==> src/sv/rc_receiver_frame_decoder_defines.svh <==
// Assertion macros for the remote-control frame decoder.
// Both expect i_clk and i_rst_n in scope of the module that uses them.
`ifndef RC_RECEIVER_FRAME_DECODER_DEFINES_SVH
`define RC_RECEIVER_FRAME_DECODER_DEFINES_SVH

`ifndef NO_ASSERTIONS
// same-cycle implication
`define RCFD_ASSERT_IMP(lbl, ante, cons) \
    lbl: assert property (@(posedge i_clk) disable iff (!i_rst_n) (ante) |-> (cons)) \
        else $error("rcfd: same-cycle check failed");
// next-cycle implication
`define RCFD_ASSERT_NXT(lbl, ante, cons) \
    lbl: assert property (@(posedge i_clk) disable iff (!i_rst_n) (ante) |=> (cons)) \
        else $error("rcfd: next-cycle check failed");
`else
`define RCFD_ASSERT_IMP(lbl, ante, cons)
`define RCFD_ASSERT_NXT(lbl, ante, cons)
`endif

`endif

==> src/sv/rcfd_pkg.sv <==
package rcfd_pkg;

    localparam int FRAME_LEN       = 25;
    localparam int CHECK_SPLIT     = 18;
    localparam int COUNT_W         = 6;
    localparam int WR_IDX_W        = 5;
    localparam int NUM_STICKS      = 4;
    localparam int OFFSET_W        = 11;
    localparam int CFG_IDX_W       = 3;

    // receive buffer size in bytes; bytes beyond it are dropped
    localparam logic [COUNT_W-1:0] RX_BUFFER_BYTES = 6'd32;
    localparam logic [COUNT_W-1:0] FRAME_BYTES     = 6'd25;

    // item kind carried on tuser
    localparam logic OP_DATA = 1'b0;
    localparam logic OP_IDLE = 1'b1;

    // configuration register indexes
    localparam logic [CFG_IDX_W-1:0] REG_STICK0_OFFSET = 3'd0;
    localparam logic [CFG_IDX_W-1:0] REG_STICK1_OFFSET = 3'd1;
    localparam logic [CFG_IDX_W-1:0] REG_STICK2_OFFSET = 3'd2;
    localparam logic [CFG_IDX_W-1:0] REG_STICK3_OFFSET = 3'd3;

    // stick center subtracted from every raw channel
    localparam logic [12:0] STICK_CENTER = 13'd1024;

    typedef logic [FRAME_LEN-1:0][7:0]             t_frame;
    typedef logic [NUM_STICKS-1:0][OFFSET_W-1:0]   t_offsets;

    typedef struct packed {
        logic wr;   // store one data byte
        logic clr;  // end of frame: clear store and count
    } t_store_ctl;

    // first listed member sits in the highest bits, so stick0 lands at bit 0
    typedef struct packed {
        logic        [15:0] key_mask;
        logic        [15:0] mouse_buttons;
        logic signed [15:0] mouse_z;
        logic signed [15:0] mouse_y;
        logic signed [15:0] mouse_x;
        logic        [10:0] dial;
        logic        [1:0]  switch_two;
        logic        [1:0]  switch_one;
        logic signed [11:0] stick3;
        logic signed [11:0] stick2;
        logic signed [11:0] stick1;
        logic signed [11:0] stick0;
    } t_result;

endpackage

==> src/sv/rcfd_frame_store.sv <==
module rcfd_frame_store
    import rcfd_pkg::*;
(
    input  logic       i_clk,
    input  logic       i_rst_n,
    input  t_store_ctl i_ctl,
    input  logic [7:0] i_byte,
    output t_frame     o_frame
);

    t_frame               r_frame;
    logic [COUNT_W-1:0]   r_count;

    always_ff @(posedge i_clk) begin
        if (!i_rst_n) begin
            r_frame <= '0;
            r_count <= '0;
        end else if (i_ctl.clr) begin
            r_frame <= '0;
            r_count <= '0;
        end else if (i_ctl.wr && (r_count < RX_BUFFER_BYTES)) begin
            // bytes past the frame length are counted but not kept
            if (r_count < FRAME_BYTES) begin
                r_frame[r_count[WR_IDX_W-1:0]] <= i_byte;
            end
            r_count <= r_count + 1'b1;
        end
    end

    assign o_frame = r_frame;

endmodule

==> src/sv/rcfd_unpack.sv <==
module rcfd_unpack
    import rcfd_pkg::*;
(
    input  t_frame   i_frame,
    input  t_offsets i_offsets,
    output logic     o_frame_ok,
    output t_result  o_result
);

    logic [NUM_STICKS-1:0][10:0] w_raw;
    logic [NUM_STICKS-1:0][12:0] w_diff;
    logic                        w_any_head;
    logic                        w_any_tail;

    always_comb begin
        w_any_head = 1'b0;
        w_any_tail = 1'b0;
        for (int i = 0; i < CHECK_SPLIT; i++) begin
            w_any_head = w_any_head | (|i_frame[i]);
        end
        for (int i = CHECK_SPLIT; i < FRAME_LEN; i++) begin
            w_any_tail = w_any_tail | (|i_frame[i]);
        end
    end

    assign o_frame_ok = w_any_head && !w_any_tail;

    // 11-bit channels packed across bytes 0..5
    assign w_raw[0] = {i_frame[1][2:0], i_frame[0]};
    assign w_raw[1] = {i_frame[2][5:0], i_frame[1][7:3]};
    assign w_raw[2] = {i_frame[4][0],   i_frame[3], i_frame[2][7:6]};
    assign w_raw[3] = {i_frame[5][3:0], i_frame[4][7:1]};

    always_comb begin
        for (int c = 0; c < NUM_STICKS; c++) begin
            w_diff[c] = {2'b00, w_raw[c]} - STICK_CENTER
                      - {{2{i_offsets[c][OFFSET_W-1]}}, i_offsets[c]};
        end
    end

    assign o_result.stick0        = w_diff[0][11:0];
    assign o_result.stick1        = w_diff[1][11:0];
    assign o_result.stick2        = w_diff[2][11:0];
    assign o_result.stick3        = w_diff[3][11:0];
    assign o_result.switch_one    = i_frame[5][7:6];
    assign o_result.switch_two    = i_frame[5][5:4];
    assign o_result.dial          = {i_frame[17][2:0], i_frame[16]};
    assign o_result.mouse_x       = {i_frame[7],  i_frame[6]};
    assign o_result.mouse_y       = {i_frame[9],  i_frame[8]};
    assign o_result.mouse_z       = {i_frame[11], i_frame[10]};
    assign o_result.mouse_buttons = {i_frame[13], i_frame[12]};
    assign o_result.key_mask      = {i_frame[15], i_frame[14]};

endmodule

==> src/sv/rc_receiver_frame_decoder.sv <==
// Remote-control receiver frame decoder.
// Slave stream: one request per received byte. tuser = 0 carries a data byte
// in tdata; tuser = 1 marks line idle (end of frame) and tdata is ignored.
// Data bytes fill a 25-byte frame store in arrival order; bytes beyond the
// 32-byte receive buffer are dropped. On idle the frame is checked (bytes
// 0..17 not all zero, bytes 18..24 all zero); a good frame yields one master
// stream request with the unpacked sticks, switches, dial, mouse and keys,
// a bad frame yields nothing. Either way the store and count are cleared.
// Config channel: writes stick rest offsets, index 0..3; other indexes are
// accepted and ignored. Always ready. Write only while the stream is quiet.
// The result of an idle request passes the input register, then the output
// register, before it is valid on the master side.
// Throughput: one request per cycle unless stalled (see below), set by the
// store update and unpack between the input and output registers.
// Stall: while the output register holds an untaken result and the input
// register holds an idle that would produce another, s_axis_tready drops.
// Reset (synchronous, active low) clears both registers' valid flags, the
// frame store, the byte count and all offsets.
`include "rc_receiver_frame_decoder_defines.svh"
module rc_receiver_frame_decoder
    import rcfd_pkg::*;
(
    input  logic                 i_clk,
    input  logic                 i_rst_n,
    // slave stream
    input  logic                 s_axis_tvalid,
    output logic                 s_axis_tready,
    input  logic [7:0]           s_axis_tdata,   // [7:0] rx_byte
    input  logic                 s_axis_tuser,   // [0] op
    // master stream
    output logic                 m_axis_tvalid,
    input  logic                 m_axis_tready,
    // [11:0] stick0, [23:12] stick1, [35:24] stick2, [47:36] stick3,
    // [49:48] switch_one, [51:50] switch_two, [62:52] dial,
    // [78:63] mouse_x, [94:79] mouse_y, [110:95] mouse_z,
    // [126:111] mouse_buttons, [142:127] key_mask, [143] zero
    output logic [143:0]         m_axis_tdata,
    // config write channel
    input  logic                 i_cfg_valid,
    output logic                 o_cfg_ready,
    input  logic [CFG_IDX_W-1:0] i_cfg_index,
    input  logic [OFFSET_W-1:0]  i_cfg_data
);

    // input register
    logic        r_in_vld;
    logic        r_op;
    logic [7:0]  r_byte;

    // output register
    logic        r_out_vld;
    t_result     r_out;

    t_offsets    r_offsets;

    t_frame      w_frame;
    t_result     w_result;
    logic        w_frame_ok;
    logic        w_out_free;
    logic        w_adv;
    logic        w_emit;
    t_store_ctl  w_ctl;

    assign w_out_free = !r_out_vld || m_axis_tready;
    // a data byte or a rejected frame never needs the output slot
    assign w_adv  = r_in_vld && ((r_op == OP_DATA) || !w_frame_ok || w_out_free);
    assign w_emit = w_adv && (r_op == OP_IDLE) && w_frame_ok;

    assign s_axis_tready = !r_in_vld || w_adv;

    assign w_ctl.wr  = w_adv && (r_op == OP_DATA);
    assign w_ctl.clr = w_adv && (r_op == OP_IDLE);

    always_ff @(posedge i_clk) begin
        if (!i_rst_n) begin
            r_in_vld <= 1'b0;
        end else if (s_axis_tready) begin
            r_in_vld <= s_axis_tvalid;
        end
        if (s_axis_tready && s_axis_tvalid) begin
            r_op   <= s_axis_tuser;
            r_byte <= s_axis_tdata;
        end
    end

    rcfd_frame_store u_store (
        .i_clk   (i_clk),
        .i_rst_n (i_rst_n),
        .i_ctl   (w_ctl),
        .i_byte  (r_byte),
        .o_frame (w_frame)
    );

    rcfd_unpack u_unpack (
        .i_frame    (w_frame),
        .i_offsets  (r_offsets),
        .o_frame_ok (w_frame_ok),
        .o_result   (w_result)
    );

    always_ff @(posedge i_clk) begin
        if (!i_rst_n) begin
            r_out_vld <= 1'b0;
        end else if (w_emit) begin
            r_out_vld <= 1'b1;
        end else if (m_axis_tready) begin
            r_out_vld <= 1'b0;
        end
        if (w_emit) begin
            r_out <= w_result;
        end
    end

    assign m_axis_tvalid = r_out_vld;
    assign m_axis_tdata  = {1'b0, r_out};

    // config writes
    assign o_cfg_ready = 1'b1;

    always_ff @(posedge i_clk) begin
        if (!i_rst_n) begin
            r_offsets <= '0;
        end else if (i_cfg_valid) begin
            case (i_cfg_index)
                REG_STICK0_OFFSET: r_offsets[0] <= i_cfg_data;
                REG_STICK1_OFFSET: r_offsets[1] <= i_cfg_data;
                REG_STICK2_OFFSET: r_offsets[2] <= i_cfg_data;
                REG_STICK3_OFFSET: r_offsets[3] <= i_cfg_data;
                default: ;
            endcase
        end
    end

    // a good frame always lands in the output register
    `RCFD_ASSERT_NXT(a_emit_lands, w_emit, r_out_vld)
    // end of frame leaves an empty store, which can never pass the check
    `RCFD_ASSERT_NXT(a_idle_clears, w_ctl.clr, !w_frame_ok)
    // backpressure only comes from a full output register
    `RCFD_ASSERT_IMP(a_stall_cause, !s_axis_tready, r_in_vld && r_out_vld && !m_axis_tready)
    // a stalled input item is not lost
    `RCFD_ASSERT_NXT(a_hold_input, r_in_vld && !w_adv, r_in_vld)

endmodule

==> config.mk <==
export PLATFORM = sky130hd
export DESIGN_NAME = rc_receiver_frame_decoder
export DESIGN_NICKNAME = d
export VERILOG_FILES = /design/src/sv/rcfd_pkg.sv /design/src/sv/rcfd_frame_store.sv /design/src/sv/rcfd_unpack.sv /design/src/sv/rc_receiver_frame_decoder.sv
export VERILOG_INCLUDE_DIRS = /design/src /design/src/sv
export SDC_FILE = /design/constraint.sdc
export NUM_CORES = 1
export LEC_CHECK = 0
export BUFFER_PORTS_ARGS = -buffer_cell sky130_fd_sc_hd__buf_2
export CAP_MARGIN = 20
export CORE_ASPECT_RATIO = 1.4
export CORE_MARGIN = 4
export CORE_UTILIZATION = 50
export DETAILED_ROUTE_END_ITERATION = 8
export PLACE_DENSITY = 0.66
export SLEW_MARGIN = 20
export SYNTH_ARGS = -nofsm -noshare
export SYNTH_HDL_FRONTEND = slang
export SYNTH_SLANG_ARGS = --single-unit
==> constraint.sdc <==
create_clock -name i_clk -period 9.1 [get_ports i_clk]
set_input_delay 1.82 -clock i_clk [delete_from_list [all_inputs] [get_ports i_clk]]
set_output_delay 1.82 -clock i_clk [all_outputs]
set_load 0.1 [all_outputs]
Yosys cells after proc, flatten, opt, wreduce, memory -nomap -nowiden:

Cells that the tools add are included.

* memory bits (read-only): 0
* output and inout bits: 147
* input bits: 28
* memories: 0
* word-level logic and storage cells: 141
* register bits: 404
* bits in writable memories: 0
* latch bits: 0

* reduce and logical (&&, ||, !) cells: 49
* add/subtract/negate cells: 9
* equality and inequality tests: 3
* divide/modulo/power cells: 0
* mux-type cells: 5
* shifts and indexed selects: 0
* bitwise operators: 25
* multipliers: 0
* magnitude comparators: 4

Operator list (number)
* $bwmux W200: 1
* $reduce_or A8 Y1: 25
* $sub A11 B11 Y12 const B: 4
* $demux W8 S5: 1
* $sub A12 B12 Y12: 3
* $or A1 B1 Y1: 23
* $sub A12 B11 Y12: 1
* $reduce_and A2 Y1: 5
* $logic_and A1 B1 Y1: 8
* $mux W8: 1
* $add A6 B1 Y6 const B: 1
* $eq A3 B2 Y1 const B: 2
* $lt A5 B6 Y1 const B: 1
* $lt A6 B5 Y1 const B: 1
* $lt A6 B6 Y1 const B: 1
* $ge A5 B1 Y1 const B: 1
* $logic_not A1 Y1: 4
* $logic_or A1 B1 Y1: 4
* $eq A3 B1 Y1 const B: 1
* $logic_not A3 Y1: 1
* $mux W1: 2
* $not A1 Y1: 2
* $reduce_bool A2 Y1: 1
* $reduce_or A2 Y1: 1

Depth between registers and ports, before layout:

* word-level depth: 26
* gate-level depth with buffers: 10

Hierarchy:

Synthesis repeated with hierarchy kept, for this count alone.

* cells, all modules: 1575
* area total of the unflattened synthesis: 17708.2 µm²

By module, submodules not included
* rcfd_frame_store: cells each 727, instances 1, sequential area each 4124.0 µm², area an instance 7616.1 µm²
* rc_receiver_frame_decoder: cells each 326, instances 1, sequential area each 5485.3 µm², area an instance 6329.8 µm²
* rcfd_unpack: cells each 522, instances 1, sequential area each 0.0 µm², area an instance 3762.4 µm²

Worst setup path after synthesis:

OpenSTA, ideal clock, no wires.

* path kind: input to register
* start: in m_axis_tready
* end: reg r_out, in the netlist m_axis_tdata[0] (enable)
* setup time: 0.647 ns
* arrival: 7.830 ns
* path buffers: 0
* setup slack: 0.622 ns
* data required time: 8.453 ns
* stages on the path: 2
* path through: nor2b_1 -> nor2_1

* word-level cells in the longest chain between the ends: 5

RTL lines
* from (decl): line rc_receiver_frame_decoder.sv:32 `input logic m_axis_tready,`
* $logic_or A1 B1 Y1: line rc_receiver_frame_decoder.sv:64 `assign w_out_free = !r_out_vld || m_axis_tready;`
* $logic_or A1 B1 Y1: line rc_receiver_frame_decoder.sv:66 `assign w_adv = r_in_vld && ((r_op == OP_DATA) || !w_frame_ok || w_out_free);`
* $logic_and A1 B1 Y1: line rc_receiver_frame_decoder.sv:66
* $logic_and A1 B1 Y1 (2 in a row): line rc_receiver_frame_decoder.sv:67 `assign w_emit = w_adv && (r_op == OP_IDLE) && w_frame_ok;`
* net w_emit: line rc_receiver_frame_decoder.sv:61 `logic w_emit;`
* to (signal assigned): line rc_receiver_frame_decoder.sv:110 `r_out <= w_result;`
* to (decl): line rc_receiver_frame_decoder.sv:52 `t_result r_out;`

The timed path passes the listed nets, and every way through them passes these cells.
A chain may end at the register's enable or synchronous reset.

Final worst setup path:

* start: reg u_store.r_frame, in the netlist u_store.o_frame[25]
* end: out s_axis_tready

* word-level cells in the longest chain between the ends: 22

RTL lines
* from (decl): line rcfd_frame_store.sv:11 `t_frame r_frame;`
* from (signal, indexed assignment): line rcfd_frame_store.sv:24 `r_frame[r_count[WR_IDX_W-1:0]] <= i_byte;`
* $reduce_or A8 Y1: line rcfd_unpack.sv:19 `w_any_head = w_any_head | (|i_frame[i]);`
* $or A1 B1 Y1 (15 in a row): line rcfd_unpack.sv:19
* $logic_and A1 B1 Y1: line rcfd_unpack.sv:26 `assign o_frame_ok = w_any_head && !w_any_tail;`
* $logic_not A1 Y1: line rc_receiver_frame_decoder.sv:66
* $logic_or A1 B1 Y1 (2 in a row): line rc_receiver_frame_decoder.sv:66
* $logic_and A1 B1 Y1: line rc_receiver_frame_decoder.sv:66
* $logic_or A1 B1 Y1: line rc_receiver_frame_decoder.sv:69 `assign s_axis_tready = !r_in_vld || w_adv;`
* to (decl): line rc_receiver_frame_decoder.sv:27 `output logic s_axis_tready,`

No other way between the ends.

==> results.json <==
{
  "io_pins": 175,
  "layout.filler_cells": 2953,
  "count_of_antenna_violating_nets_left_after_detailed_routing": 0,
  "start_util_pct": 50.5,
  "antenna-diode-count": 0,
  "final-instance-count-excl-fill": 2142,
  "cts.hold.buffers_added": 0,
  "holdWs_ns": 0.455,
  "post-synth-top-count-cell": "sky130_fd_sc_hd__dfxtp_1",
  "first_pass_iters": 5,
  "grt_total_usage_pct": 22.4,
  "worstPathMaxFanout": 3,
  "finalSetupViolCount": 0,
  "timing.clock.skew_ns": 0.0194,
  "cts.repair.resized": 0,
  "outcome": "finished clean",
  "synth.distinct_cells": 54,
  "wire_per_inst_um": 19.8,
  "drive_gt1_share_pct": 15.1,
  "gpl.final_weighted_congestion": 0.815,
  "timing.hold.worst.class": "flop to flop",
  "criticalPathCategory": "flop to primary output",
  "finalMaxSlewViolations": 0,
  "synth-main-ff-cell": "sky130_fd_sc_hd__dfxtp_1",
  "setup-tns-final_ns": 0,
  "drt_wl_total_um": 42400,
  "end_kind": "primary output",
  "global_route.overflow_total": 0,
  "grt_pass1_wl_um": 65700,
  "async_set_or_reset_register_ratio_after_synthesis_pct": 0,
  "mappedNetlistNets": 1644,
  "r2r-end": "u_store.o_frame[72]",
  "grt_start_max_net_pins": 207,
  "synth_area_leaders": "sky130_fd_sc_hd__dfxtp_1 (29%), sky130_fd_sc_hd__edfxtp_1 (27%), sky130_fd_sc_hd__mux2i_1 (12%)",
  "max-clock-path-buffers": 3,
  "worst_pin_slew_ns": 1.09,
  "timing.hold.worst_path_depth": 0,
  "fp.dieH_um": 227,
  "clock_insertion_delay_worst_skew_ns": 0.54,
  "synth-seq-cells": 404,
  "areaGrowthSynthToFinish_pct": 14.2,
  "ctsHtreeMaxLevel": 2,
  "post_synth_most_frequent_cells": "sky130_fd_sc_hd__dfxtp_1 (252), sky130_fd_sc_hd__nor3_1 (220), sky130_fd_sc_hd__mux2i_1 (201)",
  "via_count": 12000,
  "post-route-min-period_ns": 5.45,
  "nets": 1782,
  "hold_path_end": "m_axis_tdata[54]",
  "post-layout-total-power_uw": 3720,
  "dpl.hpwl_um": 28400,
  "cts_tree": "done",
  "via_per_inst": 5.61,
  "startpoint_type": "flop",
  "port-buffer-count": 172,
  "tritoncts.num_buffers": 38,
  "floorplan.die_area_um2": 37400,
  "syn-instance-count": 1523,
  "clock.fmax_mhz": 184,
  "design.core.area_um2": 34000,
  "final_min_period_over_clock_period_pct": 59.9,
  "first_global_vias": 11900,
  "dpl_cell_area_um2": 18400,
  "grt_antenna_before_repair": 0,
  "timing.reg2reg.setup_slack_ns": 5.08,
  "power.density_nw_per_um2": 190,
  "die_width_um": 165,
  "max_cap_violations": 0,
  "crit_arrival_ns": 3.63,
  "final-hold-violation-count": 0,
  "cts_sinks": 404,
  "synth_largest_type_area_fraction_pct": 29.4,
  "max-vdd-ir-drop_mv": 0.105,
  "syn-mean-instance-area_um2": 11.3,
  "route.detailed.drc": 0,
  "synth_enable_flop_cells": 152,
  "num_rows": 80,
  "power.static_leakage_uw": 0.00824,
  "worstReg2RegStart": "u_store.o_frame[25]",
  "cts_root_buffer": "sky130_fd_sc_hd__clkbuf_16",
  "yosys.area.top_type": "sky130_fd_sc_hd__dfxtp_1",
  "post_cts_buffers": 0,
  "cp_data_required_time_ns": 7.28,
  "grt_setup_unrepaired": "no",
  "synth_area_um2": 17200,
  "clk_transition_reported_paths_ns": 0.06,
  "worst_hold_start": "u_store.o_frame[130]",
  "reg2reg_depth": 7,
  "synth.yosys.warnings": 0,
  "finalInstanceArea_um2": 19600,
  "place.detailed.instances": 2072,
  "max-slew-margin-rel_pct": 27.2,
  "synth.yosys.seq_area_share_pct": 55.9,
  "drtIter0Drc": 753
}
==> per-stage QoR <==
step | util (%) | setup slack (ns)
floorplan | - | 0.622
global placement | 54.0 | 4.18
detailed placement | 54.0 | 4.17
CTS | 57.6 | 3.58
global route | 57.6 | 3.56
finish | 57.6 | 3.65
==> power by group <==
part	switching [µW]	leakage [µW]	internal, µW
logic	195	0.00404	63.4
clock network	662	0.000600	896
registers	9.25	0.00360	1890
total	865	0.00824	2850
==> layer usage <==
layer	part of all wire (%)	global-route usage, %
met4	3.3	7.87
met5	0	0
met2	50	39.4
met3	4.6	3.02
met1	42	28.2
==> worst max-delay path, stage by stage (launching register included) <==
cell                       delay (ns)
sky130_fd_sc_hd__dfxtp_1         0.33
sky130_fd_sc_hd__nor4_1          0.53
sky130_fd_sc_hd__nand4_1         0.28
sky130_fd_sc_hd__or4_1           0.73
sky130_fd_sc_hd__o311ai_0        0.68
sky130_fd_sc_hd__buf_2           0.55
==> kinds of logic (layout without fill, tap and decap cells) <==
group                      count (synthesis)  after routing  synth area share, %
adders and majority gates                 93             93                 6.95
AOI/OAI and AO/OA                        124            124                 5.06
muxes                                    202            202                 11.8
buffers and inverters                    158            326                 3.71
other                                      2              2               0.0437
DFF                                      404            404                 55.9
and+or+nand+nor                          508            508                 14.9
xor gates and xnor gates                  32             32                 1.63
==> sequential cells by signal (all words and copies together) (netlist names) <==
| signal | flops |
|---|---|
| r_in_vld | 1 |
| m_axis_tdata | 143 |
| u_store.o_frame | 200 |
| r_offsets | 44 |
| m_axis_tvalid | 1 |
| u_store.r_count | 6 |
| r_op | 1 |
| r_byte | 8 |
==> layout make-up <==
class                      instances  area, µm²  area share [%]
inverter                          68        255            1.30
multi-input combinational        961       6950            35.5
clock inverter                     8       87.6           0.447
clock buffer                      62       1140            5.84
timing repair buffer             188        997            5.08
sequential                       404       9610            49.0
tap                              451        564            2.88
==> placed cells by master (no fill, tap or decap), types with 5 or more instances in the layout <==
cell type	count
sky130_fd_sc_hd__nand4_1	15
sky130_fd_sc_hd__ha_1	89
sky130_fd_sc_hd__nor4_1	54
sky130_fd_sc_hd__xor2_1	14
sky130_fd_sc_hd__nand2b_1	9
sky130_fd_sc_hd__a21oi_1	18
sky130_fd_sc_hd__nand3_1	14
sky130_fd_sc_hd__or3_1	5
sky130_fd_sc_hd__clkbuf_16	41
sky130_fd_sc_hd__nor3_1	219
sky130_fd_sc_hd__a21boi_0	46
sky130_fd_sc_hd__dfxtp_1	252
sky130_fd_sc_hd__clkbuf_1	17
sky130_fd_sc_hd__inv_1	68
sky130_fd_sc_hd__buf_4	14
sky130_fd_sc_hd__nor2b_1	8
sky130_fd_sc_hd__o311ai_0	6
sky130_fd_sc_hd__edfxtp_1	152
sky130_fd_sc_hd__o21ai_0	19
sky130_fd_sc_hd__buf_2	172
sky130_fd_sc_hd__o21bai_1	6
sky130_fd_sc_hd__nor2_1	35
sky130_fd_sc_hd__mux2i_1	201
sky130_fd_sc_hd__xnor2_1	18
sky130_fd_sc_hd__and3_1	7
sky130_fd_sc_hd__nand2_1	114
sky130_fd_sc_hd__or2_2	5
==> worst max path at each step <==
stage,start,depth (start not counted),endpoint
after detailed placement,u_store.o_frame[25],5,s_axis_tready
after global routing,u_store.o_frame[25],5,s_axis_tready
after floorplan,m_axis_tready,2,m_axis_tdata[0]
after global placement,u_store.o_frame[25],5,s_axis_tready
final,u_store.o_frame[25],5,s_axis_tready
after CTS,u_store.o_frame[25],5,s_axis_tready
(Power assumes the default switching activity.)
